===== src/tree_lca_binary_lifting_core_assert.svh =====
// Assertion macros for the tree ancestor core.
// Depends on nothing; the user scope must provide clk and rst_n.
`ifndef TREE_LCA_BINARY_LIFTING_CORE_ASSERT_SVH
`define TREE_LCA_BINARY_LIFTING_CORE_ASSERT_SVH

// Same-cycle implication, held off while in reset.
`define TLCA_ASSERT_IMP(label, pre, post) \
    label: assert property (@(posedge clk) disable iff (!rst_n) (pre) |-> (post)) \
        else $error("tlca check failed");

// Next-cycle implication, held off while in reset.
`define TLCA_ASSERT_NXT(label, pre, post) \
    label: assert property (@(posedge clk) disable iff (!rst_n) (pre) |=> (post)) \
        else $error("tlca check failed");

`endif


===== src/tlca_ram.sv =====
// Generic single-write, single-read RAM with registered read data.
// No dependencies.
`default_nettype none
module tlca_ram #(
    parameter int WIDTH = 8,
    parameter int DEPTH = 16
) (
    input  logic                     clk,
    input  logic                     we,
    input  logic [$clog2(DEPTH)-1:0] waddr,
    input  logic [WIDTH-1:0]         wdata,
    input  logic [$clog2(DEPTH)-1:0] raddr,
    output logic [WIDTH-1:0]         rdata
);

    logic [WIDTH-1:0] mem [DEPTH];

    always_ff @(posedge clk)
    begin
        if (we)
        begin
            mem[waddr] <= wdata;
        end
        rdata <= mem[raddr];
    end

endmodule
`default_nettype wire


===== config.mk =====
export PLATFORM = sky130hd
export DESIGN_NAME = tlca_ram
export DESIGN_NICKNAME = d
export VERILOG_FILES = /design/src/tree_lca_binary_lifting_core_assert.svh /design/src/tlca_ram.sv
export SDC_FILE = /design/constraint.sdc
export NUM_CORES = 1
export LEC_CHECK = 0
export ABC_AREA = 1
export BUFFER_PORTS_ARGS = -buffer_cell sky130_fd_sc_hd__buf_2
export CAP_MARGIN = 20
export CORE_ASPECT_RATIO = 1.5
export CORE_MARGIN = 2
export CORE_UTILIZATION = 26
export DETAILED_ROUTE_END_ITERATION = 7
export GPL_TIMING_DRIVEN = 1
export PLACE_DENSITY = 0.45
export SLEW_MARGIN = 15
export SYNTH_ARGS = -nofsm -noshare
export SYNTH_HDL_FRONTEND = slang
export SYNTH_SLANG_ARGS = --single-unit

===== constraint.sdc =====
create_clock -name clk -period 1.8 [get_ports clk]
set_clock_uncertainty 0.2 [all_clocks]
set_input_delay 0.36 -clock clk [delete_from_list [all_inputs] [get_ports clk]]
set_output_delay 0.36 -clock clk [all_outputs]
set_load 0.01 [all_outputs]

; ---- Yosys cells after proc, flatten, opt, wreduce, memory -nomap -nowiden
; Memories as Yosys holds them, arrays and structs flattened. A register that Yosys moved wholly into a read port is not among the register bits.
; Index checks and enable logic that the tools add are counted.
[totals]
register_bits = 0
mem_bits_rw = 128
out_inout_bits = 8
word_cells = 3
mem_count = 1
[mem_list]
columns = name, words, word_bits, read_ports, rd_ports_with_merged_regs, wr, line_no
row1 = mem, 16, 8, 1, 1, 1, tlca_ram.sv:16  ; logic [WIDTH-1:0] mem [DEPTH];
[op_classes]
mux = 2
[ops]
columns = cell, n
row1 = $mux 1, 2

; ---- Depth between registers and ports, before layout
[depth]
ltp_word = 2
ltp_mapped = 8
mapped_depth_nobuf = 7

; ---- Worst setup path after synthesis
; No wires, ideal clock.
[synth_path]
kind = input-to-reg
start = in waddr[2]
end = mem mem[10][0] (enable)
setup_ns = 0.370
arrival_time_ns = 0.941
setup_slack_ns = 0.289
stages = 2
path_buffers = 0
cell_sequence = nand3b_1 -> nor2_1
[synth_lines]
columns = element, line_no
row1 = "start, declared", tlca_ram.sv:10  ; input logic [$clog2(DEPTH)-1:0] waddr,
row2 = "end, declared", tlca_ram.sv:16
; No word-level cell before the write port.

; ---- Worst setup path in the final report
[layout_path]
start = reg rdata[0] (read register of mem)
end = out rdata[0]
[layout_lines]
columns = element, line_no
row1 = "start, declared", tlca_ram.sv:13  ; output logic [WIDTH-1:0] rdata
; No word-level cell between the ends.

==> flow_summary.toml <==
[setup_path]
cp-end-kind = "output pin"
crit_chain = "buf_2"
path_class = "flip-flop to output pin"
critical_path.slowest_cell = "dfxtp_1"
worstPathRequired_ps = 1240
crit_arrival_ps = 1000
cp-start-kind = "flip-flop"
critPathMaxFanout = 1
critPathTopFamily = "flip-flops"
crit_path_max_incr_delay_ps = 420
critPathBufInv = 1

[finish]
area_growth_syn_to_layout_pct = 21.5
drive_gt1_share_pct = 13.5
num_antenna_cells = 0
nets = 614
fillers = 2165

[clock_tree]
cts_tree = "done"
clk_path_buf_depth = 2
h-tree-depth = 4
clock_tree.root_cell = "clkbuf_16"
post_cts_buffers = 0
numCtsBuffers = 17
clk_pin_slew_ps = 60
ctsHoldBuffers = 0
clock_latency_ps = 420
cts_resized = 0
clock_sinks = 136

[grt]
track_usage_pct = 12.5
antenna_found_initial = 0
grt_pass1_wl_um = 21800
grt_max_degree = 65
grt.overflow.total = 0
grt_pass1_vias = 3969

[synth]
ys.flop_type = "edfxtp_1"
synth.distinct_cells = 12
synth_edf_count = 128
netlist_top_cells_area = "edfxtp_1 67%, nand2_1 11%, nand3_1 8.4%"
yosysTopAreaCellShare_pct = 66.7
synth_cells = 551
ys_seq_area_share_pct = 69.4
ys.warnings.count = 0
ys_ff_latch = 136
syn_nets = 569
avgSynthCellArea_um2 = 10.5
async_reset_ff_share_pct = 0
synthTopCellsByCount = "173 x nand2_1, 128 x edfxtp_1, 100 x inv_1"
yosysMostFrequentCell = "nand2_1"
yosysTopAreaCell = "edfxtp_1"
synthesis.area_um2 = 5770

[timing]
min_period_ps = 1560
hold_slack_ps = 162
finalSetupViolations = 0
maxSlewViolCount = 0
tns_ps = 0
worst_pin_slew_ps = 376
fin_crit_sh_pct = 86.8
slew_headroom_pct = 75.0
hold_viol = 0
max_freq_ghz = 0.640
rsz0062_at_grt = "no"
fin_ws_ps = 237

[power_and_ir_drop]
internal-power_w = 0.00641
ir_drop_uv = 614
p_clk_share_pct = 49.8
pwr-share-seq_pct = 44.5
total_leakage_power_nw = 2.99
switchingPower_w = 0.00160
power_density_nw_per_um2 = 1140
netSwitchingFraction_pct = 20.0
combPwrFrac_pct = 5.7

[route]
drc_errors = 0
vias_per_cell = 4.31
wl_um = 13900
ant_nets = 0
wl_per_cell_um = 15.8
vias = 3796
drt_iter0_drc = 232
drt_pass1_iterations = 4

[floorplan]
rows = 66
die_w_um = 126
dieArea_um2 = 23400
coreArea_um2 = 21700
start_util_pct = 26.6
die_h_um = 186
ioPinCount = 26

[place]
hpwlAfterDp_um = 9330
routabilityCongestion = 0.771
pre_cts_ws_ps = 132
portBuffers = 25

[status]
status = "complete, no violations"

[job]
maxCapViolCount = 0

[worst_hold_path]
holdCritPathClass = "input pin to flip-flop"
state kept, by name, summed over array words and instances (netlist names):
name,count
mem,128
rdata,8
logic make-up (layout without fill, tap and decap cells):
group / count (synthesis) / in the layout / synth area share (%)
simple gates: 289 / 289 / 21.0
flops: 136 / 136 / 69.4
buf+inv: 126 / 183 / 9.52
stage by stage:
step           cells  util, %  power, W  instance area [µm²]
3_3_place_gp     849     29.1   0.00409                 6330
2_1_floorplan    551        -   0.00388                 5770
6_report         880     32.3   0.00801                 7010
3_5_place_dp     849     29.1   0.00410                 6330
5_1_grt          880     32.3   0.00827                 7010
4_1_cts          880     32.3   0.00809                 7010
power groups by stage:
stage	Clock, W	Sequential [W]	Combinational (W)
finish	0.00399	0.00357	0.000454
global route	0.00418	0.00357	0.000515
CTS	0.00406	0.00357	0.000467
detailed placement	0	0.00363	0.000465
global placement	0	0.00363	0.000460
floorplan	0	0.00363	0.000250
area by class of cell:
type | count | area [µm²] | share of cell area, %
flip-flops and latches | 136 | 4000 | 57.1
multi-input cells | 289 | 1210 | 17.3
clock buffers | 18 | 429 | 6.12
repair buffers | 50 | 388 | 5.53
inverters | 102 | 383 | 5.46
well taps | 272 | 340 | 4.86
clock inverters | 13 | 251 | 3.59
final timing paths:
check        slack (ps)        end  cells past startpoint  startpoint
min                 160  mem[6][3]                      1    wdata[3]
min reg2reg         470   rdata[0]                      6  mem[10][0]
max                 240   rdata[0]                      1    rdata[0]
max reg2reg         580   rdata[3]                      6   mem[7][3]
layer usage:
metal / routed length [µm] / global-route usage [%]
met1: 5310 / 13.2
met2: 7860 / 24.0
met3: 436 / 2.24
met4: 257 / 5.43
met5: 0 / 0
layout by cell type, fill, tap and decap left out:
master and instances:
buf_2 25, inv_1 100, clkinv_4 1, buf_4 19
nand2_1 173, edfxtp_1 128, nand3_1 97, clkbuf_16 17
clkinv_2 2, clkinvlp_4 3, dfxtp_1 8, buf_12 6
nor2_1 17, bufinv_16 7, clkbuf_1 1, inv_2 2
nand3b_1 2
(Power assumes the default switching activity.)
